**src/rtl/core/bpbb_pkg.sv**
```systemverilog
// bpbb_pkg: widths, lerp slot codes and the controller/datapath command and
// status structs for the path bounding box core
// no dependencies
package bpbb_pkg;

  // coordinate format, signed q16.16
  localparam int CW    = 32;
  localparam int FW    = 16;
  // fraction bits of the curve parameter t
  localparam int TB    = 62 - CW;
  // control-point differences after the nudge
  localparam int MW    = CW + 2;
  // multiplier product
  localparam int PW    = 2 * MW;
  // numerator, denominator and root candidates
  localparam int NW    = CW + 5;
  // square root result and remainder
  localparam int RTW   = PW / 2;
  localparam int RW    = RTW + 4;
  // 0.01 in the coordinate format, rounded to nearest
  localparam int NUDGE = ((1 << FW) + 50) / 100;
  // iteration counter
  localparam int CNTW  = 6;
  localparam int LIW   = 3;

  // de casteljau slots, each a lerp of two earlier values
  localparam logic [LIW-1:0] LERP_Q0  = 3'd0;
  localparam logic [LIW-1:0] LERP_Q1  = 3'd1;
  localparam logic [LIW-1:0] LERP_Q2  = 3'd2;
  localparam logic [LIW-1:0] LERP_R0  = 3'd3;
  localparam logic [LIW-1:0] LERP_R1  = 3'd4;
  localparam logic [LIW-1:0] LERP_OUT = 3'd5;

  typedef struct packed {
    logic           load;
    logic           widen_pt;
    logic           axis;
    logic           ax_init;
    logic           mul_bb;
    logic           mul_ac;
    logic           disc;
    logic           sq_step;
    logic           root_sel;
    logic           root_chk;
    logic           dv_step;
    logic           lerp_mul;
    logic           lerp_add;
    logic [LIW-1:0] lerp_idx;
    logic           span_widen;
    logic           merge;
    logic           emit;
  } bpbb_cmd_t;

  typedef struct packed {
    logic need_roots;
    logic disc_ok;
    logic root_ok;
  } bpbb_sts_t;

endpackage

```
**src/rtl/core/bpbb_ctrl.sv**
```systemverilog
// bpbb_ctrl: sequencer of the path bounding box core, handshakes and the
// per-axis root solving schedule
// depends on bpbb_pkg
module bpbb_ctrl import bpbb_pkg::*; (
  input  logic      clk_i,
  input  logic      rst_ni,
  input  logic      in_valid_i,
  output logic      in_ready_o,
  input  logic      kind_i,
  input  logic      last_element_i,
  output logic      out_valid_o,
  input  logic      out_ready_i,
  output bpbb_cmd_t cmd_o,
  input  bpbb_sts_t sts_i
);

  typedef enum logic [3:0] {
    ST_IDLE, ST_POINT, ST_AX_INIT, ST_MUL_BB, ST_MUL_AC, ST_DISC, ST_SQRT,
    ST_ROOT, ST_DIV, ST_LMUL, ST_LADD, ST_WIDEN, ST_MERGE, ST_FINISH
  } state_e;

  state_e          state_q;
  logic            axis_q, k_q, last_q, out_valid_q;
  logic [LIW-1:0]  li_q;
  logic [CNTW-1:0] cnt_q;
  logic            emit_ok;

  assign in_ready_o  = (state_q == ST_IDLE);
  assign out_valid_o = out_valid_q;
  assign emit_ok     = !out_valid_q || out_ready_i;

  always_comb begin
    cmd_o            = '0;
    cmd_o.axis       = axis_q;
    cmd_o.root_sel   = k_q;
    cmd_o.lerp_idx   = li_q;
    case (state_q)
      ST_IDLE:    cmd_o.load       = in_valid_i;
      ST_POINT:   cmd_o.widen_pt   = 1'b1;
      ST_AX_INIT: cmd_o.ax_init    = 1'b1;
      ST_MUL_BB:  cmd_o.mul_bb     = sts_i.need_roots;
      ST_MUL_AC:  cmd_o.mul_ac     = 1'b1;
      ST_DISC:    cmd_o.disc       = 1'b1;
      ST_SQRT:    cmd_o.sq_step    = 1'b1;
      ST_ROOT:    cmd_o.root_chk   = 1'b1;
      ST_DIV:     cmd_o.dv_step    = 1'b1;
      ST_LMUL:    cmd_o.lerp_mul   = 1'b1;
      ST_LADD:    cmd_o.lerp_add   = 1'b1;
      ST_WIDEN:   cmd_o.span_widen = 1'b1;
      ST_MERGE:   cmd_o.merge      = 1'b1;
      ST_FINISH:  cmd_o.emit       = last_q && emit_ok;
      default:    cmd_o.load       = 1'b0;
    endcase
  end

  always_ff @(posedge clk_i or negedge rst_ni) begin
    if (!rst_ni) begin
      state_q     <= ST_IDLE;
      axis_q      <= 1'b0;
      k_q         <= 1'b0;
      last_q      <= 1'b0;
      li_q        <= '0;
      cnt_q       <= '0;
      out_valid_q <= 1'b0;
    end else begin
      if (out_valid_q && out_ready_i && !cmd_o.emit) out_valid_q <= 1'b0;
      case (state_q)
        ST_IDLE: begin
          if (in_valid_i) begin
            last_q  <= last_element_i;
            axis_q  <= 1'b0;
            state_q <= kind_i ? ST_AX_INIT : ST_POINT;
          end
        end
        ST_POINT:   state_q <= ST_FINISH;
        ST_AX_INIT: state_q <= ST_MUL_BB;
        ST_MUL_BB:  state_q <= sts_i.need_roots ? ST_MUL_AC : ST_MERGE;
        ST_MUL_AC:  state_q <= ST_DISC;
        ST_DISC: begin
          cnt_q   <= '0;
          k_q     <= 1'b0;
          state_q <= sts_i.disc_ok ? ST_SQRT : ST_MERGE;
        end
        ST_SQRT: begin
          cnt_q <= cnt_q + 1'b1;
          if (cnt_q == CNTW'(RTW - 1)) state_q <= ST_ROOT;
        end
        ST_ROOT: begin
          cnt_q <= '0;
          if (sts_i.root_ok) begin
            state_q <= ST_DIV;
          end else if (k_q) begin
            state_q <= ST_MERGE;
          end else begin
            k_q <= 1'b1;
          end
        end
        ST_DIV: begin
          cnt_q <= cnt_q + 1'b1;
          li_q  <= LERP_Q0;
          if (cnt_q == CNTW'(TB - 1)) state_q <= ST_LMUL;
        end
        ST_LMUL: state_q <= ST_LADD;
        ST_LADD: begin
          if (li_q == LERP_OUT) begin
            state_q <= ST_WIDEN;
          end else begin
            li_q    <= li_q + 1'b1;
            state_q <= ST_LMUL;
          end
        end
        ST_WIDEN: begin
          if (k_q) begin
            state_q <= ST_MERGE;
          end else begin
            k_q     <= 1'b1;
            state_q <= ST_ROOT;
          end
        end
        ST_MERGE: begin
          if (axis_q) begin
            state_q <= ST_FINISH;
          end else begin
            axis_q  <= 1'b1;
            state_q <= ST_AX_INIT;
          end
        end
        ST_FINISH: begin
          if (!last_q) begin
            state_q <= ST_IDLE;
          end else if (emit_ok) begin
            out_valid_q <= 1'b1;
            state_q     <= ST_IDLE;
          end
        end
        default: state_q <= ST_IDLE;
      endcase
    end
  end

endmodule

```
**config.mk**
```make
export PLATFORM = sky130hd
export DESIGN_NAME = bpbb_ctrl
export DESIGN_NICKNAME = d
export VERILOG_FILES = /design/src/rtl/core/bpbb_pkg.sv /design/src/rtl/core/bpbb_ctrl.sv
export SDC_FILE = /design/constraint.sdc
export NUM_CORES = 1
export LEC_CHECK = 0
export BUFFER_PORTS_ARGS = -buffer_cell sky130_fd_sc_hd__clkbuf_2
export CAP_MARGIN = 20
export CORE_AREA = 2 2 52 54
export CTS_BUF_LIST = sky130_fd_sc_hd__clkbuf_16
export CTS_CLUSTER_SIZE = 40
export DETAILED_ROUTE_END_ITERATION = 8
export DIE_AREA = 0 0 54 56
export GPL_TIMING_DRIVEN = 0
export PLACE_DENSITY = 0.73
export SYNTH_ARGS = -nofsm -noshare
export SYNTH_HDL_FRONTEND = slang
export SYNTH_SLANG_ARGS = --single-unit
```
**constraint.sdc**
```tcl
create_clock -name clk_i -period 2.1 [get_ports clk_i]
set_input_delay 0.525 -clock clk_i [delete_from_list [all_inputs] [get_ports clk_i]]
set_output_delay 0.525 -clock clk_i [all_outputs]
set_load 0.05 [all_outputs]
```
==> Yosys cells after proc, flatten, opt, wreduce, memory -nomap -nowiden <==
Index checks and enable logic that the tools add are counted.
{ "op_classes": {"eq_ne": 23, "reduce_logical": 18, "n_addsub": 2, "n_mux": 39} }
{ "ops": {"columns": ["operator", "n"], "rows": [
  ["case mux 4 bit (14 select lines)", 1],
  ["two-way mux 4 bit", 11],
  ["== test 4 bit (second input constant)", 6],
  ["two-way mux 1 bit", 20],
  ["== test 4 x 3 -> 1 bit (second input constant)", 4],
  ["case mux 6 bit (2 select lines)", 1],
  ["!= test 2 bit (second input constant)", 5],
  ["== test 4 x 2 -> 1 bit (second input constant)", 2],
  ["AND reduction 2 bit", 4],
  ["adder 6 x 1 -> 6 bit (second input constant)", 1],
  ["== test 6 x 5 -> 1 bit (second input constant)", 1],
  ["== test 6 bit (second input constant)", 1],
  ["!= test 3 bit (second input constant)", 2],
  ["case mux 3 bit (2 select lines)", 1],
  ["nonzero test 2 bit", 3],
  ["AND reduction 5 bit", 1],
  ["== test 4 x 1 -> 1 bit (second input constant)", 1],
  ["zero test 4 bit", 1],
  ["two-way mux 2 bit", 2],
  ["OR reduction 2 bit", 2],
  ["adder 3 x 1 -> 3 bit (second input constant)", 1],
  ["== test 3 bit (second input constant)", 1],
  ["logical AND 1 bit", 3],
  ["two-way mux 3 bit", 1],
  ["5 further kinds", 6]
]} }
{ "word_totals": {"in_bits": 9, "output_inout_bits": 21, "word_cells": 89, "register_bits": 17} }

==> Longest topological paths before layout <==
Gate-level depths: netlist of run 1.
{ "logic_depth": {"depth_word": 10, "depth_mapped": 7, "ltp_nobuf": 6} }

==> Least setup slack after synthesis of run 1 <==
No wires, ideal clock.
{ "synth_timing": {"path_type": "register -> output", "from": "reg state_q[3]", "to": "out cmd_o[14] in the netlist's numbering", "path_slack_ps": -835, "n_path_buf": 2, "stages_incl_launch_ff": 4, "t_required_ps": 1575, "arrival_time_ps": 2410, "cell_sequence": "dfrtp_1 > buf_2 > clkbuf_1 > nor4b_1"} }
{ "synth_rtl": {"columns": ["item", "line", "source"], "rows": [
  ["start, declared", "bpbb_ctrl.sv:22", "state_e state_q;"],
  ["start signal, assigned", "bpbb_ctrl.sv:72", "state_q <= kind_i ? ST_AX_INIT : ST_POINT;"],
  ["start signal, assigned", "bpbb_ctrl.sv:77", "ST_MUL_BB: state_q <= sts_i.need_roots ? ST_MUL_AC : ST_MERGE;"],
  ["start signal, assigned", "bpbb_ctrl.sv:82", "state_q <= sts_i.disc_ok ? ST_SQRT : ST_MERGE;"],
  ["end, declared", "bpbb_ctrl.sv:13", "output bpbb_cmd_t cmd_o,"]
]} }

==> results.cfg, run 1 <==
[routing]
ant_nets = 0
via_per_inst = 5.77
drc = 0
num_vias = 1194
dr.pass1.iters = 4
drtIter0Drc = 28
wl_mm = 3.22
wire_per_inst_microns = 15.6

[setup_path]
worstSetupStartpointType = register
crit_chain = buf_6 -> or4b_4 -> inv_4 -> clkbuf_16
r2r-start = state_q[0]$_DFFE_PN0P_
path_delay_family = simple AND/OR/NAND/NOR gates
critPathBufInv = 3
crit_type = reg -> out
reg2regPathDepth = 7
cp-end-kind = primary output
cp_max_fo = 9
slowest_stage = or4b_4
cpPeakStageDelay_ns = 0.56
worstPathArrival_ns = 1.58
r2r_slack_ns = 0.04
r2r_end = state_q[1]$_DFFE_PN0P_
crit_required_ns = 1.57

[power]
power_mw = 2.85
p_leak_nw = 0.796
ir_worst_vdd_mv = 1.22
p_per_area_nw_per_um2 = 1740

[floorplan]
die_width_microns = 54
dieArea_sq_um = 3020
initial_core_util_pct = 49.7
chipHeight_microns = 56
rows = 18
num_io_pins = 30
coreArea_sq_um = 2430

[job]
drv_cap = 0

[logic_synthesis]
syn_area_sq_um = 1210
synth.avg_cell_area_sq_um = 8.83
yosys_warnings = 0
ys_seq_area_share_pct = 35.2
synth_seq_cells = 17
synth-main-ff-cell = dfrtp_1
async_flop_share_pct = 100
synth_edf_count = 0
synth.distinct_cells = 50
syn_inst = 137
syn_nets = 150

[finish]
drive_above_1_share_pct = 39.0
fin_nets = 191
finalInstanceArea_sq_um = 1640
num_antenna_cells = 0
syn_to_final_growth_pct = 35.3
post-route-util_pct = 67.3

[timing]
maxSlewViolCount = 0
fin_ws_ns = -0.00499
fin_crit_sh_pct = 100
slew_headroom_pct = 71.7
clock-skew-final_ns = 0.00320
min_period_ns = 2.10
rsz0062_at_grt = yes
finalHoldViolCount = 0
max_slew.worst_pin.slew_ns = 0.424
timing.fmax_mhz = 475
setup_viol = 1

[clock_network]
clock_latency_ns = 0.26
cts_tree = done
cts.htree.levels = 1
clkTransAtPathRegs_ns = 0.06
cts_sinks = 17
cts_hold_buf = 0
cts_buffer_depth = 2
cts_buffers = 3
clock-root-buffer = clkbuf_16

[grt]
grt.overflow.total = 0
grt_pass1_vias = 1102
grt_pass1_wl_mm = 5.20
antenna_found_initial = 0
track_usage_pct = 23.3
grt_max_degree = 18

[run_status]
status = finished with violations
violations = setup timing

[placed_design]
place_area_sq_um = 1430
dp_hpwl_mm = 2.29
numPortBuffers = 29
gp_congestion = 0.899

[min_path]
min_path_type = in -> async
## routing by layer
| layer | up-vias | global-route usage [%] | part of all wire, % |
|---|---|---|---|
| met2 | 45 | 35.4 | 48 |
| met5 | - | 0 | 0 |
| met3 | 5 | 4.84 | 6.3 |
| met4 | 0 | 8.57 | 1.6 |
| li1 | 569 | - | - |
| met1 | 575 | 32.0 | 44 |
## synth_stat cells (3+ instances only)
master / n / share of area [%]
dfrtp_1: 17 / 35
inv_1: 13 / 4.0
nor2_1: 13 / 4.0
o21ai_0: 8 / 3.3
nand2_1: 7 / 2.2
nor3_1: 6 / 2.5
a21oi_1: 5 / 2.1
buf_4: 5 / 3.1
nand4_1: 5 / 2.6
ha_1: 4 / 4.1
xor2_1: 4 / 2.9
nand3_1: 3 / 1.2
nor2b_1: 3 / 1.6
o221ai_1: 3 / 2.2
## area by class of cell
type                       count  area (sq um)
clock inverter                 1          5.00
buffer                         9          72.6
sequential                    17           427
tap                           30          37.5
fill                         199           796
timing repair buffer          36           246
multi-input combinational     98           722
inverter                      13          51.3
clock buffer                   3          75.1
## placed cells by master (no fill, tap or decap), types with 4 or more instances in the layout
cell	count
nand2_1	7
dfrtp_1	16
o21ai_0	8
buf_4	13
inv_1	11
xor2_1	4
clkbuf_2	22
nand4_1	5
ha_1	4
nor2_1	12
buf_6	4
a21oi_1	5
clkbuf_16	4
## metrics by stage
| stage | hold WS, ns | setup TNS [ns] | instances | setup WS (ns) |
|---|---|---|---|---|
| floorplan | 0.229 | -0.339 | 137 | -0.174 |
| global placement | 0.483 | 0 | 196 | 0.0518 |
| detailed placement | 0.482 | 0 | 196 | 0.0672 |
| CTS | 0.211 | -0.0153 | 202 | -0.00843 |
| global route | 0.246 | -0.0941 | 207 | -0.0385 |
| finish | 0.192 | -0.00499 | 207 | -0.00499 |
## worst register-to-register path: stages, from the launching register on
cell and delay, ns:
dfrtp_1 0.38, buf_6 0.14, or4b_4 0.56, buf_4 0.16, and2_1 0.15, nor2_2 0.12
or3b_4 0.15, mux2_4 0.29
## worst max path at each step
stage	from	endpoint	slack, ns	cells after the start
2_1_floorplan	state_q[0]$_DFFE_PN0P_	cmd_o[18]	-0.17	4
3_3_place_gp	sts_i[0]	state_q[1]$_DFFE_PN0P_	0.05	5
3_5_place_dp	sts_i[0]	state_q[1]$_DFFE_PN0P_	0.07	5
4_1_cts	state_q[2]$_DFFE_PN0P_	cmd_o[8]	-0.008	4
5_1_grt	state_q[0]$_DFFE_PN0P_	cmd_o[8]	-0.04	4
6_report	state_q[0]$_DFFE_PN0P_	cmd_o[8]	-0.005	4
## report_power, final
part,total (mW),switching (mW),internal [mW]
combinational,1.86,1.16,0.703
sequential,0.588,0.134,0.454
clock,0.400,0.144,0.256
total,2.85,1.44,1.41
## registers in the layout (all words and copies together) (netlist names)
signal       flops
cnt_q            6
state_q          4
li_q             3
axis_q           1
k_q              1
last_q           1
out_valid_o      1
## cell families after synthesis
| group | synth area share [%] |
|---|---|
| AOI/OAI and AO/OA | 18.1 |
| xor gates and xnor gates | 3.62 |
| adders and majority gates | 4.14 |
| buffers and inverters | 8.79 |
| DFF | 35.2 |
| muxes | 3.00 |
| and+or+nand+nor | 27.2 |
## repair_timing
action,CTS,global route
setup endpoints to repair,10,11
pin swaps,1,5
gates resized for setup,15,15
setup buffers,2,5
No activity file was read; power rests on OpenSTA's default activity.
==> run 2, diff against run 1 <==
- BUFFER_PORTS_ARGS: -buffer_cell sky130_fd_sc_hd__clkbuf_2 -> -buffer_cell sky130_fd_sc_hd__buf_2
==> run 2 against run 1 <==
Net effect: the flow now finishes without violations; combinational power is 3% lower; non-clock buffer count is 4 lower; utilization is 1.5 points lower; setup slack better by 0.0096 ns; global-route usage is 0.99 points lower; flip-flop and latch count stayed put; clock power is 1% lower; final area is 2.3% lower; critical path depth stayed put; sequential power is 2% higher; clock skew is 0.0023 ns lower; cell count is 1.9% lower.
==> results.cfg, run 2 (same netlist as run 1, synthesis figures left out) <==
[finish]
fill_cells = 210
drive_above_1_share_pct = 38.7
num_antenna_cells = 0
layout_commonest_cell = buf_2
largest_reg_flops = 6
fin_nets = 187
top_register = cnt_q
syn_to_final_growth_pct = 32.2
reg_top3 = cnt_q (6), state_q (4), li_q (3)
finalInstanceArea_sq_um = 1600
final_cell_mix = buf_2 (22), dfrtp_1 (16), inv_1 (12), nor2_1 (12), buf_4 (9)

[floorplan]
rows = 18
coreArea_sq_um = 2430
dieArea_sq_um = 3020
num_io_pins = 30
chipHeight_microns = 56
die_width_microns = 54
initial_core_util_pct = 49.7

[power]
p_int_mw = 1.36
power_frac_seq_pct = 21.4
p_leak_nw = 0.782
p_per_area_nw_per_um2 = 1750
ir_worst_vdd_mv = 1.16
p_sw_mw = 1.43
p_clk_share_pct = 14.1
combPwrFrac_pct = 64.5
power_mw = 2.79
switching_share_pct = 51.2

[placed_design]
numPortBuffers = 29
place_area_sq_um = 1430
dp_hpwl_mm = 2.28
dp_slack_ns = 0.0138
gp_congestion = 0.906

[setup_path]
cpPeakStageDelay_ns = 0.57
r2r-start = state_q[3]$_DFFE_PN0P_
cp_max_fo = 9
reg2regPathDepth = 5
worstPathArrival_ns = 1.57
slowest_stage = or4b_4
worstSetupStartpointType = register
r2r_end = state_q[1]$_DFFE_PN0P_
r2r_slack_ns = 0.05
crit_required_ns = 1.57
cp-end-kind = primary output
crit_chain = buf_6 -> or4b_4 -> inv_4 -> buf_8
crit_type = reg -> out

[grt]
grt.overflow.total = 0
grt_max_degree = 18
antenna_found_initial = 0
track_usage_pct = 22.3
grt_pass1_vias = 1104
grt_pass1_wl_mm = 4.97

[timing]
fin_tns_setup_ns = 0
maxSlewViolCount = 0
whs_ns = 0.185
max_slew.worst_pin.slew_ns = 0.382
timing.fmax_mhz = 477
rsz0062_at_grt = yes
fin_ws_ns = 0.00456
setup_viol = 0
fin_crit_sh_pct = 99.8
min_period_ns = 2.10
slew_headroom_pct = 74.6
clock-skew-final_ns = 0.000936
finalHoldViolCount = 0

[job]
drv_cap = 0

[routing]
ant_nets = 0
drc = 0
wire_per_inst_microns = 15.9
drtIter0Drc = 30
dr.pass1.iters = 6
wl_mm = 3.22
via_per_inst = 5.91
num_vias = 1199

[clock_network]
clock-root-buffer = clkbuf_16
cts_sinks = 17
clkTransAtPathRegs_ns = 0.05
cts.htree.levels = 1
cts_buffers = 3
cts_buffer_depth = 2
clock_latency_ns = 0.25
cts_hold_buf = 0
cts_tree = done

[min_path]
min_path_type = in -> async

[run_status]
status = completed
## run 2: changes by cell type in the layout (fill, tap and decap cells not counted), sizes merged
cell / previous run / this run
clkbuf: 30 / 8
buf: 18 / 36
## run 2: layout make-up
cell class / instances / area (sq um) / share of cell area [%]
multi-input cells: 98 / 731 / 45.7
clock buffers: 3 / 75.1 / 4.69
repair buffers: 32 / 200 / 12.5
inverters: 13 / 51.3 / 3.21
clock inverters: 1 / 5.00 / 0.313
flip-flops and latches: 17 / 427 / 26.7
plain buffers: 9 / 72.6 / 4.54
well taps: 30 / 37.5 / 2.35
## run 2: power groups by stage
stage               sequential [mW]  combinational (mW)  clock (mW)
floorplan                     0.628                1.27           0
global placement              0.577                1.64           0
detailed placement            0.586                1.67           0
CTS                           0.582                1.69       0.394
global route                  0.617                1.94       0.412
finish                        0.598                1.80       0.395
## run 2: worst max-delay path by stage
stage	startpoint	to	depth (start not counted)	slack (ns)
global route	state_q[2]$_DFFE_PN0P_	cmd_o[8]	4	-0.02
floorplan	state_q[0]$_DFFE_PN0P_	cmd_o[18]	4	-0.17
CTS	state_q[0]$_DFFE_PN0P_	cmd_o[8]	4	-0.05
global placement	sts_i[0]	state_q[1]$_DFFE_PN0P_	5	0.04
finish	state_q[2]$_DFFE_PN0P_	cmd_o[8]	4	0.005
detailed placement	sts_i[0]	state_q[1]$_DFFE_PN0P_	5	0.01
## run 2: timing repair
action	in CTS	in global routing
buffers inserted	0	3
setup endpoints to repair	7	10
cloned	0	0
pin swaps	0	3
gates resized for setup	7	21
## run 2: layer usage
metal | vias to the layer above | GRT usage, % | share of wire [%]
li1 | 562 | - | -
met1 | 577 | 30.3 | 42
met2 | 54 | 35.4 | 50
met3 | 6 | 3.23 | 6.1
met4 | 0 | 7.86 | 1.9
met5 | - | 0 | 0
## run 2: through the flow
| stage | utilization [%] | cells |
|---|---|---|
| after floorplan | - | 137 |
| after global placement | 58.6 | 196 |
| after CTS | 62.4 | 200 |
| after detailed placement | 58.6 | 196 |
| after global routing | 65.7 | 203 |
| final | 65.7 | 203 |
## run 2: worst max-delay path, delay by kind of cell (launching register included)
kind | cells | cell delay, ns
flops | 1 | 0.38
buf+inv | 3 | 0.36
simple gates | 1 | 0.57
==> run 3, diff against run 2 <==
- ABC_AREA: default -> 1
- PLACE_DENSITY: 0.73 -> 0.75
- SETUP_SLACK_MARGIN: default -> 0.5
==> run 3 against run 2 <==
Net effect: flip-flop and latch count is the same; maximum frequency grew 5.2%; sequential power grew 5.4%; non-clock buffer count grew 15; combinational power grew 33%; utilization grew 20 points.
==> results.cfg, run 3 <==
[clock_network]
clkTransAtPathRegs_ns = 0.06
clock_latency_ns = 0.25
cts_hold_buf = 0
cts.htree.levels = 1
clock-root-buffer = clkbuf_16
cts_sinks = 17
cts_tree = done
cts_buffer_depth = 2
cts_buffers = 3

[finish]
drive_above_1_share_pct = 41.5
largest_reg_flops = 6
post-route-util_pct = 85.6
fill_cells = 133
top_register = cnt_q
syn_to_final_growth_pct = 64.9
final_cell_mix = nand2_1 (50), inv_1 (27), nand3_1 (19)
reg_top3 = cnt_q (6), state_q (4), li_q (3)
layout_commonest_cell = nand2_1
finalNonFillerCells = 290
fin_nets = 274
num_antenna_cells = 0

[floorplan]
rows = 18
die_width_microns = 54
dieArea_sq_um = 3020
chipHeight_microns = 56
num_io_pins = 30
coreArea_sq_um = 2430
initial_core_util_pct = 51.9

[placed_design]
numPlacedInstances = 262
dp_hpwl_mm = 2.45
gp_congestion = 0.902
numPortBuffers = 29

[timing]
fin_crit_sh_pct = 94.8
timing.fmax_mhz = 502
maxSlewViolCount = 0
rsz0062_at_grt = yes
setup_viol = 0
finalHoldViolCount = 0
min_period_ns = 1.99
clock-skew-final_ns = 0.00158
slew_headroom_pct = 72.5
fin_tns_setup_ns = 0
max_slew.worst_pin.slew_ns = 0.412

[setup_path]
cp_max_fo = 7
path_delay_family = flip-flops
crit_type = reg -> out
path_depth = 4
slowest_stage = dfrtp_2
reg2regPathDepth = 10
cp-end-kind = primary output
critPathBufInv = 2
crit_chain = nor2_4 -> inv_2 -> nor3_4 -> buf_6
crit_required_ns = 1.57
worstPathArrival_ns = 1.47
cpPeakStageDelay_ns = 0.49
worstSetupStartpointType = register

[routing]
drtIter0Drc = 66
met2_length_mm = 2.41
drc = 0
dr.max_layer_used = met4
drt-met1-wl_mm = 1.73
wire_per_inst_microns = 16.0
via_per_inst = 5.49
num_vias = 1592
dr.pass1.iters = 5
dr_wl_met3_microns = 301
ant_nets = 0
wl_mm = 4.64

[power]
p_clk_share_pct = 11.7
switching_share_pct = 52.6
power_mw = 3.42
power_frac_seq_pct = 18.4
p_sw_mw = 1.80
p_int_mw = 1.62
ir_worst_vdd_mv = 1.34
p_per_area_nw_per_um2 = 1640
combPwrFrac_pct = 69.9
p_leak_nw = 1.12

[job]
drv_cap = 0

[logic_synthesis]
synth_top_area_share_pct = 33.7
ys_seq_area_share_pct = 33.7
synthAdderAreaFrac_pct = 3.96
async_flop_share_pct = 100
yosys.area_share.simple_pct = 40.5
syn_nets = 216
syn_inst = 203
synth_seq_cells = 17
yosys_warnings = 0
syn_area_sq_um = 1260
synth_edf_count = 0
synth.distinct_cells = 21
synth_commonest_cells = nand2_1 (64), inv_1 (36), nor2_1 (28)
synth.avg_cell_area_sq_um = 6.22
synth_area_leaders = dfrtp_1 (34%), nand2_1 (19%), inv_1 (11%), nor2_1 (8.3%), nand3_1 (7.5%)
synthMuxAreaShare_pct = 0
synth_area_leader_cell = dfrtp_1
yosysMostFrequentCell = nand2_1
synth-xor-area-share_pct = 2.78
synth-main-ff-cell = dfrtp_1
synth_top_family_by_area = simple AND/OR/NAND/NOR gates
synth_compound_area_share_pct = 5.85

[grt]
track_usage_pct = 27.9
grt_pass1_wl_mm = 6.38
grt.overflow.total = 0
grt_max_degree = 18
grt_pass1_vias = 1515
antenna_found_initial = 0

[min_path]
min_path_type = in -> async

[run_status]
status = completed
[run 3: area by class of cell]
| type | instances | area [sq um] | area share [%] |
|---|---|---|---|
| Multi-Input combinational cell | 144 | 842 | 40.4 |
| Clock inverter | 1 | 7.51 | 0.361 |
| Inverter | 39 | 170 | 8.17 |
| Timing Repair Buffer | 53 | 499 | 24.0 |
| Tap cell | 30 | 37.5 | 1.80 |
| Buffer | 3 | 20.0 | 0.962 |
| Clock buffer | 3 | 75.1 | 3.61 |
| Sequential cell | 17 | 430 | 20.7 |
[run 3: repair_timing]
action                     in CTS  in global routing
pin swaps                      14                 10
gates resized for setup        61                 27
setup endpoints to repair      15                 20
hold endpoints to repair        0                  0
buffers inserted               16                  8
[run 3: cell families after synthesis]
logic type / after synthesis
flops: 17
xor+xnor: 4
simple gates: 122
buf+inv: 42
compound gates: 14
fa+ha+maj: 4
[run 3: worst paths after layout]
kind	start	to	slack, ns
setup / recovery	state_q[2]$_DFFE_PN0P_	cmd_o[14]	0.11
hold / removal	rst_ni	cnt_q[5]$_DFFE_PN0P_	0.20
setup reg to reg	state_q[0]$_DFFE_PN0P_	state_q[3]$_DFFE_PN0P_	0.47
hold reg to reg	cnt_q[5]$_DFFE_PN0P_	cnt_q[5]$_DFFE_PN0P_	0.54
max in group asynchronous	rst_ni	state_q[0]$_DFFE_PN0P_	1.58
min in group clk_i	out_ready_i	out_valid_o$_DFF_PN0_	0.48
[run 3: per-stage QoR]
stage,instance area [sq um],hold slack (ns),worst slack [ns]
4_1_cts,1920,0.211,0.194
3_3_place_gp,1530,0.470,0.202
6_report,2080,0.199,0.108
5_1_grt,2080,0.233,0.0591
2_1_floorplan,1350,0.229,0.392
3_5_place_dp,1530,0.477,0.181
[run 3: power groups by stage]
| stage | registers [mW] | clock network [mW] | logic, mW |
|---|---|---|---|
| 3_3_place_gp | 0.591 | 0 | 1.48 |
| 2_1_floorplan | 0.625 | 0 | 1.16 |
| 6_report | 0.630 | 0.401 | 2.39 |
| 5_1_grt | 0.644 | 0.425 | 2.53 |
| 4_1_cts | 0.621 | 0.401 | 1.97 |
| 3_5_place_dp | 0.598 | 0 | 1.50 |
[run 3: routing by layer]
layer / vias up / global-route usage [%]
met5: - / 0
met4: 0 / 11.1
met3: 23 / 5.11
met2: 99 / 46.9
met1: 736 / 34.1
li1: 734 / -
